==> config.mk <==
export PLATFORM = sky130hd
export DESIGN_NAME = websocket_frame_deframer_top
export DESIGN_NICKNAME = d
export VERILOG_FILES = /design/src/rtl/wfd_pkg.sv /design/src/rtl/websocket_frame_deframer_top.sv
export SDC_FILE = /design/constraint.sdc
export NUM_CORES = 1
export LEC_CHECK = 0
export CORE_UTILIZATION = 45
export CTS_BUF_LIST = sky130_fd_sc_hd__clkbuf_8
export DETAILED_ROUTE_END_ITERATION = 8
export DONT_BUFFER_PORTS = 1
export GPL_TIMING_DRIVEN = 0
export SLEW_MARGIN = 20
export SYNTH_ARGS = -nofsm -noshare
export SYNTH_HDL_FRONTEND = slang
export SYNTH_SLANG_ARGS = --single-unit
==> constraint.sdc <==
create_clock -name aclk -period 4.8 [get_ports aclk]
set_input_delay 0.48 -clock aclk [delete_from_list [all_inputs] [get_ports aclk]]
set_output_delay 0.48 -clock aclk [all_outputs]
set_load 0.005 [all_outputs]
==> src/rtl/wfd_pkg.sv <==
// Shared types, codes and helpers of the WebSocket frame deframer.
`timescale 1ns / 1ps

package wfd_pkg;

    typedef enum logic [2:0] {
        PH_HDR0  = 3'd0,
        PH_HDR1  = 3'd1,
        PH_EXTHI = 3'd2,
        PH_EXTLO = 3'd3,
        PH_DATA  = 3'd4
    } phase_t;

    localparam logic [2:0] KIND_HDR   = 3'd0;
    localparam logic [2:0] KIND_DATA  = 3'd1;
    localparam logic [2:0] KIND_EMPTY = 3'd2;
    localparam logic [2:0] KIND_ERR   = 3'd3;
    localparam logic [2:0] KIND_DROP  = 3'd4;

    localparam logic [2:0] FT_TEXT  = 3'd0;
    localparam logic [2:0] FT_PING  = 3'd1;
    localparam logic [2:0] FT_PONG  = 3'd2;
    localparam logic [2:0] FT_CLOSE = 3'd3;
    localparam logic [2:0] FT_OTHER = 3'd4;

    localparam logic [2:0] ERR_NONE  = 3'd0;
    localparam logic [2:0] ERR_FRAG  = 3'd1;
    localparam logic [2:0] ERR_LEN64 = 3'd2;
    localparam logic [2:0] ERR_MASK  = 3'd3;
    localparam logic [2:0] ERR_LONG  = 3'd4;

    localparam logic [3:0] OPC_TEXT  = 4'h1;
    localparam logic [3:0] OPC_CLOSE = 4'h8;
    localparam logic [3:0] OPC_PING  = 4'h9;
    localparam logic [3:0] OPC_PONG  = 4'ha;

    localparam logic [6:0] LEN7_EXT16 = 7'd126;
    localparam logic [6:0] LEN7_EXT64 = 7'd127;

    localparam logic [15:0] MAX_PAYLOAD_RESET = 16'd4095;

    // One result item.
    typedef struct packed {
        logic [2:0] kind;
        logic [7:0] data_byte;
        logic [2:0] frame_type;
        logic       last;
        logic [2:0] error_code;
        logic       link_up;
    } result_t;

    function automatic logic [2:0] type_of(input logic [3:0] opc);
        logic [2:0] ft;
        case (opc)
            OPC_TEXT:  ft = FT_TEXT;
            OPC_PING:  ft = FT_PING;
            OPC_PONG:  ft = FT_PONG;
            OPC_CLOSE: ft = FT_CLOSE;
            default:   ft = FT_OTHER;
        endcase
        return ft;
    endfunction

endpackage

==> src/rtl/websocket_frame_deframer_top.sv <==
// Top level of the WebSocket frame deframer: header parser, output register, config port.
`timescale 1ns / 1ps
//
// Usage:
//   Input channel (s_valid/s_ready, s_mode, s_rx_byte) carries one request per
//   received stream byte, or a connect request (s_mode = 1) that restarts the
//   parser and raises the link. Every request yields exactly one result on the
//   output channel (m_valid/m_ready, m_kind, m_data_byte, m_frame_type,
//   m_last, m_error_code, m_link_up_out).
//   Timing: the result is registered and shows in the cycle after acceptance.
//   Throughput: one request per cycle unless stalled; the parser state is updated by the
//   byte decode logic in the same cycle that the request is accepted.
//   Stall: the output register holds its result while m_ready is low; a new
//   request is taken only when the output register is empty or being drained
//   in that cycle, so s_ready follows m_ready while a result is pending.
//   Reset (aresetn low, synchronous): the link is down, the parser expects the
//   first header byte, the output register is empty and max_payload is 4095.
//   Configuration: APB register 0 at byte address 0 holds max_payload; write
//   it only while no request is in flight. pready is always high.
//   A protocol error or a completed close frame drops the link; bytes are then
//   answered as dropped until the next connect request.

module websocket_frame_deframer_top (
    input  logic        aclk,
    input  logic        aresetn,

    input  logic        s_valid,
    output logic        s_ready,
    input  logic        s_mode,
    input  logic [7:0]  s_rx_byte,

    output logic        m_valid,
    input  logic        m_ready,
    output logic [2:0]  m_kind,
    output logic [7:0]  m_data_byte,
    output logic [2:0]  m_frame_type,
    output logic        m_last,
    output logic [2:0]  m_error_code,
    output logic        m_link_up_out,

    input  logic        psel,
    input  logic        penable,
    input  logic        pwrite,
    input  logic [2:0]  paddr,
    input  logic [31:0] pwdata,
    output logic [31:0] prdata,
    output logic        pready
);

    // Parser state.
    wfd_pkg::phase_t phase_reg, phase_next;
    logic            link_up_reg, link_up_next;
    logic [3:0]      opcode_reg, opcode_next;
    logic            mask_seen_reg, mask_seen_next;
    logic [15:0]     remaining_reg, remaining_next;
    logic [7:0]      length_high_reg, length_high_next;
    logic [15:0]     max_payload_reg;

    // Output register.
    logic             m_valid_reg;
    wfd_pkg::result_t result_reg, result_next;

    logic        accept;
    logic        len_known;
    logic [15:0] known_len;
    logic        known_mask;
    logic [15:0] rem_dec;

    // ---------------------------------------------------------------
    // Configuration port
    // ---------------------------------------------------------------
    assign pready = 1'b1;

    always_ff @(posedge aclk) begin
        if (!aresetn) begin
            max_payload_reg <= wfd_pkg::MAX_PAYLOAD_RESET;
        end else if (psel && penable && pwrite && (paddr[2] == 1'b0)) begin
            max_payload_reg <= pwdata[15:0];
        end
    end

    assign prdata = (paddr[2] == 1'b0) ? {16'd0, max_payload_reg} : 32'd0;

    // ---------------------------------------------------------------
    // Handshake: take a request whenever the output register frees up
    // ---------------------------------------------------------------
    assign s_ready = !m_valid_reg || m_ready;
    assign accept  = s_valid && s_ready;

    assign rem_dec = remaining_reg - 16'd1;

    // ---------------------------------------------------------------
    // Byte decode: next parser state and the result for this request
    // ---------------------------------------------------------------
    always_comb begin
        phase_next       = phase_reg;
        link_up_next     = link_up_reg;
        opcode_next      = opcode_reg;
        mask_seen_next   = mask_seen_reg;
        remaining_next   = remaining_reg;
        length_high_next = length_high_reg;
        len_known        = 1'b0;
        known_len        = 16'd0;
        known_mask       = 1'b0;

        result_next            = '0;
        result_next.kind       = wfd_pkg::KIND_HDR;
        result_next.error_code = wfd_pkg::ERR_NONE;

        if (s_mode) begin
            // Connect: raise the link and clear the frame state.
            link_up_next     = 1'b1;
            phase_next       = wfd_pkg::PH_HDR0;
            opcode_next      = 4'd0;
            mask_seen_next   = 1'b0;
            remaining_next   = 16'd0;
            length_high_next = 8'd0;
        end else if (!link_up_reg) begin
            result_next.kind = wfd_pkg::KIND_DROP;
        end else begin
            result_next.frame_type = wfd_pkg::type_of(opcode_reg);
            case (phase_reg)
                wfd_pkg::PH_HDR0: begin
                    opcode_next            = s_rx_byte[3:0];
                    result_next.frame_type = wfd_pkg::type_of(s_rx_byte[3:0]);
                    if (!s_rx_byte[7]) begin
                        result_next.kind       = wfd_pkg::KIND_ERR;
                        result_next.error_code = wfd_pkg::ERR_FRAG;
                        link_up_next           = 1'b0;
                        phase_next             = wfd_pkg::PH_HDR0;
                        remaining_next         = 16'd0;
                    end else begin
                        phase_next = wfd_pkg::PH_HDR1;
                    end
                end
                wfd_pkg::PH_HDR1: begin
                    mask_seen_next = s_rx_byte[7];
                    if (s_rx_byte[6:0] == wfd_pkg::LEN7_EXT16) begin
                        phase_next = wfd_pkg::PH_EXTHI;
                    end else if (s_rx_byte[6:0] == wfd_pkg::LEN7_EXT64) begin
                        result_next.kind       = wfd_pkg::KIND_ERR;
                        result_next.error_code = wfd_pkg::ERR_LEN64;
                        link_up_next           = 1'b0;
                        phase_next             = wfd_pkg::PH_HDR0;
                        remaining_next         = 16'd0;
                    end else begin
                        len_known  = 1'b1;
                        known_len  = {9'd0, s_rx_byte[6:0]};
                        known_mask = s_rx_byte[7];
                    end
                end
                wfd_pkg::PH_EXTHI: begin
                    length_high_next = s_rx_byte;
                    phase_next       = wfd_pkg::PH_EXTLO;
                end
                wfd_pkg::PH_EXTLO: begin
                    len_known  = 1'b1;
                    known_len  = {length_high_reg, s_rx_byte};
                    known_mask = mask_seen_reg;
                end
                wfd_pkg::PH_DATA: begin
                    result_next.kind      = wfd_pkg::KIND_DATA;
                    result_next.data_byte = s_rx_byte;
                    remaining_next        = rem_dec;
                    if (rem_dec == 16'd0) begin
                        result_next.last = 1'b1;
                        phase_next       = wfd_pkg::PH_HDR0;
                        if (opcode_reg == wfd_pkg::OPC_CLOSE) begin
                            link_up_next   = 1'b0;
                            remaining_next = 16'd0;
                        end
                    end
                end
                default: begin
                    phase_next = wfd_pkg::PH_HDR0;
                end
            endcase

            // Length settled: check mask, then limit, then end an empty frame or start payload.
            if (len_known) begin
                if (known_mask) begin
                    result_next.kind       = wfd_pkg::KIND_ERR;
                    result_next.error_code = wfd_pkg::ERR_MASK;
                    link_up_next           = 1'b0;
                    phase_next             = wfd_pkg::PH_HDR0;
                    remaining_next         = 16'd0;
                end else if (known_len > max_payload_reg) begin
                    result_next.kind       = wfd_pkg::KIND_ERR;
                    result_next.error_code = wfd_pkg::ERR_LONG;
                    link_up_next           = 1'b0;
                    phase_next             = wfd_pkg::PH_HDR0;
                    remaining_next         = 16'd0;
                end else if (known_len == 16'd0) begin
                    result_next.kind = wfd_pkg::KIND_EMPTY;
                    result_next.last = 1'b1;
                    phase_next       = wfd_pkg::PH_HDR0;
                    if (opcode_reg == wfd_pkg::OPC_CLOSE) begin
                        link_up_next   = 1'b0;
                        remaining_next = 16'd0;
                    end
                end else begin
                    remaining_next = known_len;
                    phase_next     = wfd_pkg::PH_DATA;
                end
            end
        end

        result_next.link_up = link_up_next;
    end

    // ---------------------------------------------------------------
    // State and output registers: advance only on an accepted request
    // ---------------------------------------------------------------
    always_ff @(posedge aclk) begin
        if (!aresetn) begin
            phase_reg       <= wfd_pkg::PH_HDR0;
            link_up_reg     <= 1'b0;
            opcode_reg      <= 4'd0;
            mask_seen_reg   <= 1'b0;
            remaining_reg   <= 16'd0;
            length_high_reg <= 8'd0;
        end else if (accept) begin
            phase_reg       <= phase_next;
            link_up_reg     <= link_up_next;
            opcode_reg      <= opcode_next;
            mask_seen_reg   <= mask_seen_next;
            remaining_reg   <= remaining_next;
            length_high_reg <= length_high_next;
        end
    end

    always_ff @(posedge aclk) begin
        if (!aresetn) begin
            m_valid_reg <= 1'b0;
        end else if (accept) begin
            m_valid_reg <= 1'b1;
        end else if (m_ready) begin
            m_valid_reg <= 1'b0;
        end
    end

    // Payload needs no reset; load on accept, hold while stalled.
    always_ff @(posedge aclk) begin
        if (accept) begin
            result_reg <= result_next;
        end
    end

    assign m_valid       = m_valid_reg;
    assign m_kind        = result_reg.kind;
    assign m_data_byte   = result_reg.data_byte;
    assign m_frame_type  = result_reg.frame_type;
    assign m_last        = result_reg.last;
    assign m_error_code  = result_reg.error_code;
    assign m_link_up_out = result_reg.link_up;

    // ---------------------------------------------------------------
    // Assertions
    // ---------------------------------------------------------------
    a_drop_when_down: assert property (@(posedge aclk) disable iff (!aresetn)
        (aresetn && accept && !s_mode && !link_up_reg)
        |=> (m_valid && m_kind == wfd_pkg::KIND_DROP && !m_link_up_out))
        else $error("byte while disconnected not reported as dropped");

    a_connect_result: assert property (@(posedge aclk) disable iff (!aresetn)
        (aresetn && accept && s_mode)
        |=> (m_valid && m_kind == wfd_pkg::KIND_HDR && m_link_up_out && link_up_reg))
        else $error("connect request did not raise the link");

    a_error_drops: assert property (@(posedge aclk) disable iff (!aresetn)
        (m_valid && m_kind == wfd_pkg::KIND_ERR)
        |-> (!m_link_up_out && m_error_code != wfd_pkg::ERR_NONE))
        else $error("protocol error left the link up or lacks a code");

    a_data_only_payload: assert property (@(posedge aclk) disable iff (!aresetn)
        (m_valid && m_data_byte != 8'd0) |-> (m_kind == wfd_pkg::KIND_DATA))
        else $error("data byte set on a non-payload result");

    a_data_phase_nonzero: assert property (@(posedge aclk) disable iff (!aresetn)
        (phase_reg == wfd_pkg::PH_DATA) |-> (remaining_reg != 16'd0 && link_up_reg))
        else $error("payload phase with nothing left to receive");

endmodule
==> metrics.txt, run 1 <==
ys async rst share 0%; Die Footprint 0.0100 sq mm; Post-synth EDFFs 19; Synth Cell Area 0.00434 sq mm; largest net degree at the start of global routing 28; GPL Wtd Cong 0.906; combinational share of power 9.3%; CTS root buf clkbuf_8; fin cells 677; vias per cell 5.67; Crit Path Class primary input to register; initial DRC count 261; crit start category primary input; status finished, final reports clean; Bufs on Longest Clock Path 2; Nets 612; GRT Util Overall 24.1%; Synth Area in Adders 5.19%; Clock Latency Late Sink 0.35 ns; Fin Setup TNS 0 ns; Distinct cells, synth 68; unrepaired setup endpoints after global routing no; pwr/cell area 257 mW/mm^2; post-synthesis compound-gate area fraction 21.5%; crit end category register; most frequent cells in the layout dfxtp_1, nand2_1, nor2_1; final max-slew violation count 0; post-route ant nets 0; Max-slew headroom 33.7%; Tightest Pin Transition 0.987 ns; DP HPWL 8330 um; Clock power frac 39.8%; post-layout min period 3.92 ns; final setup violation count 0; Ys Warns 0; global-route wire length before repair 18,700 um; Cells after Synth 517; Sw Ratio 26.6%; fillers 913; Core ar. 0.00928 sq mm; IO Pins 105; Max Freq 255 MHz; setup bufs post-CTS 0; synthesized flop and latch total 69; DR DRC count 0; share of cells above drive strength 1 9.12%; Area Overhead vs Synth 9.60%; mux contribution to synthesized area 0.692%; post-synthesis xor/xnor area fraction 0.807%; part of the Yosys area used for sequential elements 36.2%; vias in the first global route 3,543; pre-CTS setup slack 0.600 ns; P_int 0.898 mW; # rows 35; LEAKAGE 1.90 nW; starting density of the core 46.8%; simple-gate area share of the yosys netlist 25.7%; wirelength, routed 11,500 um; grt total ovfl 0; initial antenna violation count 0; Post-CTS Hold Buffers 0; R2R depth 13; Pre-Repair DR Iteration Count 7; largest family of logic cells by synthesized area simple AND/OR/NAND/NOR gates; CTS tree built; syn_area_per_cell 8.40 sq um; Worst Hold Class primary input to register; placed insts 661; Final Hold Vio Count 0; Port Buffers 0; clk sink count 69; Die X-Extent 100 um; Reg power frac 50.9%; Worst-path clk slew 0.08 ns; fin worst setup slack 0.883 ns; detailed-route via count 3,836; most common cell after layout, fill and taps aside dfxtp_1; WHS Path Cells 2; wire per inst 16.9 um; H-Tree Depth 3; post-CTS sizing 0; arrival time worst endpoint 4.20 ns; Main synth FF type dfxtp_1; P_sw 0.325 mW; Max VDD drop 113 uV; Critical Path Fanout Max 10; critical path required time 5.08 ns; Die Ht 100 um; Clock Skews 0.0114 ns; Max-Cap Viols 0; CTS buffer count 9; Inserted Diodes 0; Final period util 81.6%
kinds of logic after synthesis:
family                     Yosys count
and+or+nand+nor                    206
muxes                                3
xor gates and xnor gates             4
DFF                                 69
adders and majority gates           18
other                                2
buffers and inverters               82
AOI/OAI and AO/OA                  133
power groups by stage:
stage | registers (mW) | clock network, mW | logic [mW]
after global routing | 0.625 | 0.518 | 0.126
after detailed placement | 0.637 | 0 | 0.112
final | 0.623 | 0.487 | 0.114
after CTS | 0.623 | 0.496 | 0.113
after floorplan | 0.634 | 0 | 0.0878
after global placement | 0.636 | 0 | 0.111
per-layer routing:
metal  vias up  track usage, %  wire [um]
li1       1888               -          -
met4         0            8.58        214
met2       155            39.4       5290
met1      1777            32.4       5130
met5         -               0          0
met3        16            3.76        833
cells in the mapped netlist, types with 7 or more instances:
cell / count / share of area (%)
a21oi_1: 24 / 2.8
ha_1: 18 / 5.2
buf_4: 21 / 3.6
edfxtp_1: 19 / 13
inv_1: 28 / 2.4
dfxtp_1: 50 / 23
and2_1: 16 / 2.3
o211ai_1: 14 / 2.4
nand3_1: 7 / 0.81
and3_1: 9 / 1.3
nor2_1: 33 / 2.9
a22oi_1: 20 / 3.5
nor3b_1: 9 / 1.6
nand2_1: 41 / 3.5
nor3_1: 31 / 3.6
clkbuf_1: 24 / 2.1
o21ai_0: 11 / 1.3
or3_1: 7 / 1.0
nor2b_1: 20 / 2.9
o21ai_1: 16 / 1.8
area by class of cell:
class	count	area (sq um)	area share [%]
Multi-Input combinational cell	381	2400	50.5
Sequential cell	69	1570	33.0
Buffer	54	319	6.71
Tap cell	129	161	3.39
Clock buffer	9	124	2.60
Inverter	28	105	2.21
Clock inverter	7	75.1	1.58
path summary, 6_finish.rpt:
kind | to | start | slack (ns)
setup / recovery | remaining_reg[5]$_SDFFE_PN0P_ | s_rx_byte[1] | 0.88
hold / removal | max_payload_reg[0]$_SDFFE_PN1P_ | pwdata[0] | 0.25
setup reg to reg | remaining_reg[5]$_SDFFE_PN0P_ | phase_reg[2]$_SDFFE_PN0P_ | 0.92
hold reg to reg | max_payload_reg[15]$_SDFFE_PN0P_ | max_payload_reg[15]$_SDFFE_PN0P_ | 0.47
worst max-delay path: stages:
cell and delay, ns:
buf_1 0.45, nand2_1 0.17, o311a_1 0.46, clkbuf_1 0.24, and2_1 0.22, ha_1 0.29, nand3_1 0.10, or4_1 0.47
o22ai_1 0.16, a21oi_2 0.14, nor4_2 0.73, a22oi_1 0.15, o21ai_1 0.12
metrics by stage:
| stage | power [mW] | hold slack, ns | instance area [sq um] | util [%] |
|---|---|---|---|---|
| 6_report | 1.22 | 0.250 | 4760 | 51.3 |
| 5_1_grt | 1.27 | 0.258 | 4760 | 51.3 |
| 4_1_cts | 1.23 | 0.236 | 4760 | 51.3 |
| 3_5_place_dp | 0.749 | 0.461 | 4560 | 49.1 |
| 3_3_place_gp | 0.747 | 0.453 | 4560 | 49.1 |
| 2_1_floorplan | 0.721 | 0.443 | 4400 | - |
Note: power is estimated with default switching activity, not from simulation.
==> inputs of run 2 (changes only) <==
- ABC_AREA: default -> 1
- clock period: 4.8 -> 3.8 ns (I/O delays scaled with it)
==> run 2 against run 1 <==
Compared with the run above:
- cell count increased by 24%
- register-to-register slack got worse by 0.61 ns
- flip-flop and latch count unchanged
- non-clock buffer count fell by 19
- critical path type is now register to register
- highest routed layer unchanged
==> metrics.txt, run 2 <==
status finished, final reports clean; final setup violation count 0 (unchanged); most frequent cells in the layout nand2_1, nor2_1, inv_1; FF-to-FF setup slack 0.31 ns (-0.61 ns); post-route ant nets 0 (unchanged); pre-CTS setup slack 0.192 ns (-0.408 ns); Final period util 91.8%; Bufs on Longest Clock Path 2 (unchanged); arrival time worst endpoint 3.60 ns (-0.60 ns); crit end category register; post-layout min period 3.49 ns; Post-synth EDFFs 19 (unchanged); Worst-path clk slew 0.08 ns (about the same); part of the Yosys area used for sequential elements 34.9% (-1.3 points); M2 GR Usage 38.0% (-1.4 points); Final Cell Area 0.00495 sq mm (+4.0%); Main synth FF type dfxtp_1; Crit Path Class register to register; pwr/cell area 349 mW/mm^2 (+36%); Synth top area share 22.2% (-0.81 points); top post-synthesis cells by area dfxtp_1, nand2_1, edfxtp_1, nor2_1, inv_1; crit-path most repeated cell nand2_1; Fin Setup TNS 0 ns (unchanged); Ys Warns 0 (unchanged); Clock Skews 0.0105 ns (-0.000881 ns); critical path cell sequence nand2_1, nor2_1, nand3_2, nand2_2, buf_6, clkinvlp_4, nor2_1, ha_1, a21oi_1, o21ai_0, nand2_1, nand2_1, nand2_1, nand2_1, a21oi_4, inv_2, nor2_4, buf_4, nor2_1, nor3_1, nor2_1; share of cells above drive strength 1 8.64% (-0.48 points); Clock Latency Late Sink 0.36 ns (about the same); fin worst setup slack 0.312 ns (-0.570 ns); simple-gate area share of the yosys netlist 31.1% (+5.4 points); Max-slew headroom 51.7% (+18 points); largest net degree at the start of global routing 22 (-21%); Area Overhead vs Synth 10.0%; Die X-Extent 102 um (+1.8%); detailed-route via count 4,310 (+12%); Cells after Synth 675 (+31%); CTS root buf clkbuf_8; count leader, synth nand2_1; Final Hold Vio Count 0 (unchanged); setup bufs post-CTS 0 (unchanged); GRT Util Overall 24.3% (+0.21 points); GPL Wtd Cong 0.886 (-2.2%); Pre-Repair DR Iteration Count 5 (-2); combinational share of power 13.6% (+4.3 points); fillers 1,009 (+11%); met1 Usage GRT 32.7% (+0.35 points); post-synthesis compound-gate area fraction 15.2% (-6.3 points); ys async rst share 0% (unchanged); Die Footprint 0.0104 sq mm (+3.6%); DP HPWL 9150 um (+9.8%); CTS buffer count 9 (unchanged); syn_area_per_cell 6.67 sq um (-21%); Tightest Pin Transition 0.724 ns (-0.263 ns); Clock power frac 40.1% (+0.3 points); Critical Path Fanout Max 10 (unchanged); grt total ovfl 0 (unchanged); P_int 1.26 mW (+40%); Synth Area in Adders 5.01% (-0.18 points); Nets 770 (+26%); synthesized flop and latch total 69 (unchanged); Die Ht 102 um (+1.8%); Max VDD drop 216 uV (+91%); H-Tree Depth 3 (unchanged); DR DRC count 0 (unchanged); top cells by count, synth nand2_1, nor2_1, inv_1, a21oi_1, dfxtp_1; CP max stage cell dfxtp_1; initial antenna violation count 0 (unchanged); mux contribution to synthesized area 0% (-0.69 points); met3 global-route usage 5.47% (+1.7 points); LEAKAGE 2.39 nW (+26%); Worst Hold Class primary input to register; dominant cell type by area after synthesis dfxtp_1; Inserted Diodes 0 (unchanged); vias per cell 5.14 (-9.3%); global-route wire length before repair 19,400 um (+3.8%); Port Buffers 0 (unchanged); vias in the first global route 3,895 (+9.9%); most common cell after layout, fill and taps aside nand2_1; final max-slew violation count 0 (unchanged); Core ar. 0.00973 sq mm (+4.8%); # rows 36 (+2.9%); P_sw 0.469 mW (+44%); post-synthesis xor/xnor area fraction 0.973% (+0.17 points); starting density of the core 46.2% (-0.52 points); clk sink count 69 (unchanged); crit start category register; critical path required time 3.91 ns (-1.17 ns); placed cell area 0.00472 sq mm (+3.6%); initial DRC count 218 (-16%); Max-Cap Viols 0 (unchanged); Reg power frac 46.4% (-4.5 points); CP peak stage delay 0.44 ns (-0.29 ns); gr busiest metal met2; IO Pins 105 (unchanged); Sw Ratio 27.1% (+0.57 points); unrepaired setup endpoints after global routing no; largest family of logic cells by synthesized area simple AND/OR/NAND/NOR gates; wire per inst 14.0 um (-17%); Synth Cell Area 0.00450 sq mm (+3.6%); Distinct cells, synth 40 (-41%); CTS tree built; wirelength, routed 11,800 um (+2.6%); Max Freq 287 MHz
## run 2: final timing paths
kind,startpoint,endpoint,cells after the start
max,phase_reg[0]$_SDFFE_PN0P_,m_kind[1]$_SDFFCE_PP0P_,21
min,pwdata[2],max_payload_reg[2]$_SDFFE_PN1P_,2
max reg2reg,phase_reg[0]$_SDFFE_PN0P_,m_kind[1]$_SDFFCE_PP0P_,21
min reg2reg,length_high_reg[3]$_SDFFE_PN0P_,length_high_reg[3]$_SDFFE_PN0P_,2
## run 2: critical path: cells and delay by family, from the launching register on
kind	cells	cell delay [ns]
AND/OR/NAND/NOR	13	1.39
buffers and inverters	4	0.68
AO/OA/AOI/OAI	3	0.49
flip-flops	1	0.44
adder cells (fa/ha/maj)	1	0.26
## run 2: layout make-up
type / count / area [sq um] / area share, %
Inverter: 94 / 357 / 7.20
Buffer: 35 / 215 / 4.35
Tap cell: 133 / 166 / 3.36
Sequential cell: 69 / 1570 / 31.7
Multi-Input combinational cell: 492 / 2420 / 48.8
Clock inverter: 5 / 73.8 / 1.49
Clock buffer: 11 / 151 / 3.06
## run 2: routing by layer
metal	routed length, um	part of all wire (%)
met1	5610	48
met2	5160	44
met3	680	5.8
met4	308	2.6
met5	0	0
## run 2: repair_timing
| action | in CTS | in global routing |
|---|---|---|
| endpoints found under the setup margin | 0 | 8 |
| endpoints found under the hold margin | 0 | 0 |
| hold buffers | 0 | 0 |
| gates resized for setup | 0 | 1 |
## run 2: through the flow
step,cells,hold slack (ns),utilization (%),power (mW)
final,839,0.152,50.9,1.73
after global routing,839,0.148,50.9,1.81
after CTS,839,0.151,50.8,1.73
after detailed placement,823,0.466,48.5,1.05
after global placement,823,0.462,48.5,1.05
after floorplan,690,0.441,-,0.995
## run 2: power by group through the flow
| stage | Combinational (mW) | Clock [mW] | Sequential, mW |
|---|---|---|---|
| detailed placement | 0.232 | 0 | 0.818 |
| floorplan | 0.180 | 0 | 0.815 |
| CTS | 0.233 | 0.699 | 0.801 |
| global placement | 0.228 | 0 | 0.817 |
| global route | 0.266 | 0.743 | 0.806 |
| finish | 0.235 | 0.693 | 0.801 |
## run 2: cell families (layout without fill, tap and decap cells)
kind of cell,Yosys count,in the layout
other cells,2,17
buf+inv,129,145
compound gates,121,121
simple gates,331,331
xor+xnor,5,5
flops,69,69
fa+ha+maj,18,18
==> inputs of run 3 (changes only) <==
- CORE_UTILIZATION: 45 -> 47
==> run 3 against run 2 <==
Compared with the run above:
- count of clock-buffer cells in the layout is 2 lower
- register-to-register slack hardly changed
- global-route usage is 0.39 points higher
- critical path depth stayed put
- combinational power hardly changed
- worst hold slack better by 0.0031 ns
- highest routed layer unchanged
- fmax is 0.10% higher
- clock skew is 0.0041 ns lower
- worst setup slack better by 0.0036 ns
- sequential power hardly changed
- flip-flop and latch count stayed put
- clock power is 11% lower
==> metrics.txt, run 3 (synthesis results as in run 2) <==
Tightest Pin Transition 0.697 ns (-0.0272 ns); Final Cell Area 0.00492 sq mm (-0.63%); vias per cell 5.11 (-0.55%); grt total ovfl 0 (unchanged); Clock Latency Late Sink 0.35 ns (about the same); clk sink count 69 (unchanged); Max-slew headroom 53.5% (+1.8 points); Final Hold Vio Count 0 (unchanged); CTS tree built; fillers 949 (-5.9%); IO Pins 105 (unchanged); Inserted Diodes 0 (unchanged); CP bufs+invs 4 (unchanged); # rows 35 (-2.8%); GPL Wtd Cong 0.894 (+0.94%); pre-CTS setup slack 0.195 ns (+0.00302 ns); Die Footprint 0.00997 sq mm (-4.2%); final max-slew violation count 0 (unchanged); starting density of the core 48.7% (+2.4 points); wirelength, routed 11,600 um (-1.4%); crit end category register; initial DRC count 212 (-2.8%); placed cell area 0.00472 sq mm (-0.11%); most common cell after layout, fill and taps aside nand2_1; Area Overhead vs Synth 9.34%; wire per inst 13.9 um (-0.92%); Critical Path Stages 21 (unchanged); pwr/cell area 335 mW/mm^2 (-4.0%); Pre-Repair DR Iteration Count 5 (unchanged); Critical Path Fanout Max 10 (unchanged); Nets 770 (unchanged); CP max stage cell dfxtp_1; DR DRC count 0 (unchanged); Setup crit end m_kind[1]$_SDFFCE_PP0P_; Max VDD drop 147 uV (-32%); Clock Skews 0.00640 ns (-0.00408 ns); final setup violation count 0 (unchanged); R2R depth 21 (unchanged); post-route ant nets 0 (unchanged); share of cells above drive strength 1 8.78% (+0.14 points); area of the multi-input gates 0.00242 sq mm (unchanged); status finished, final reports clean; critical path required time 3.90 ns (about the same); GRT Util Overall 24.7% (+0.39 points); LEAKAGE 2.37 nW (-1.2%); post-layout min period 3.48 ns (-0.00357 ns); Worst-path clk slew 0.08 ns (about the same); largest net degree at the start of global routing 22 (unchanged); Post-CTS Hold Buffers 0 (unchanged); global-route wire length before repair 19,100 um (-1.4%); fin worst setup slack 0.316 ns (+0.00357 ns); critical path cell sequence nand2_1, nor2_1, nand3_2, nand2_2, buf_6, clkinvlp_4, nor2_1, ha_1, a21oi_1, o21ai_0, nand2_1, nand2_1, nand2_1, nand2_1, a21oi_4, inv_2, nor2_4, buf_4, nor2_1, nor3_1, nor2_1; Port Buffers 0 (unchanged); crit-path most repeated cell nand2_1; initial antenna violation count 0 (unchanged); Core ar. 0.00924 sq mm (-5.0%); unrepaired setup endpoints after global routing no; Max Freq 287 MHz (+0.10%); Max-Cap Viols 0 (unchanged); HP Start pwdata[4]; Bufs on Longest Clock Path 2 (unchanged); CP delay by family, top simple AND/OR/NAND/NOR gates; R2R Path Start phase_reg[0]$_SDFFE_PN0P_; CTS root buf clkbuf_8; Final period util 91.7% (-0.094 points); reg2reg end m_kind[1]$_SDFFCE_PP0P_; crit start category register; Worst Hold Class primary input to register; CTS buffer count 9 (unchanged); arrival time worst endpoint 3.59 ns (about the same); Fin Setup TNS 0 ns (unchanged); H-Tree Depth 3 (unchanged); Total Power 1.65 mW (-4.6%); Die X-Extent 99.8 um (-2.1%); vias in the first global route 3,765 (-3.3%); register area 0.00157 sq mm (unchanged); most frequent cells in the layout nand2_1, nor2_1, inv_1; Crit Path Class register to register; detailed-route via count 4,266 (-1.0%); FF-to-FF setup slack 0.32 ns (about the same); Die Ht 99.8 um (-2.1%); DP HPWL 9000 um (-1.6%); CP peak stage delay 0.45 ns (about the same); critical path launch point phase_reg[0]$_SDFFE_PN0P_
-- run 3: changes by cell type in the layout (fill, tap and decap cells not counted), sizes merged --
cell and delta:
clkinv +3, clkbuf -2, clkinvlp +2, inv -2, bufinv -1
-- run 3: stage by stage --
step | std cells | utilization (%) | hold WS, ns
CTS | 835 | 53.2 | 0.145
global placement | 819 | 51.0 | 0.461
global route | 835 | 53.2 | 0.159
floorplan | 690 | - | 0.441
finish | 835 | 53.2 | 0.155
detailed placement | 819 | 51.0 | 0.465
-- run 3: where the power goes --
group | leakage (nW) | switching [mW] | internal, mW
Sequential | 0.599 | 0.0151 | 0.786
Clock | 0.0935 | 0.309 | 0.305
Combinational | 1.67 | 0.162 | 0.0719
Total | 2.37 | 0.486 | 1.16
-- run 3: layout make-up --
class                   instances  share of cell area [%]
well taps                     129                    3.28
multi-input cells             492                    49.1
inverters                      94                    7.25
flip-flops and latches         69                    31.9
clock inverters                 7                    1.53
plain buffers                  35                    4.37
clock buffers                   9                    2.52
-- run 3: worst min-delay path by stage --
stage,to,slack [ns],cells past startpoint
6_report,max_payload_reg[4]$_SDFFE_PN1P_,0.16,2
5_1_grt,max_payload_reg[1]$_SDFFE_PN1P_,0.16,2
4_1_cts,max_payload_reg[4]$_SDFFE_PN1P_,0.15,2
3_5_place_dp,length_high_reg[3]$_SDFFE_PN0P_,0.46,2
3_3_place_gp,length_high_reg[3]$_SDFFE_PN0P_,0.46,2
2_1_floorplan,length_high_reg[3]$_SDFFE_PN0P_,0.44,2
-- run 3: timing repair --
action                     4_1_cts  5_1_grt
gates resized for setup          0        1
setup buffers                    0        0
setup endpoints to repair        0        2
-- run 3: routing by layer --
layer,global-route usage (%),vias to the layer above,routed length (um)
met5,0,-,0
met1,35.9,1918,5670
met4,7.92,0,191
met2,38.1,141,5180
met3,2.99,16,554
li1,-,2191,-
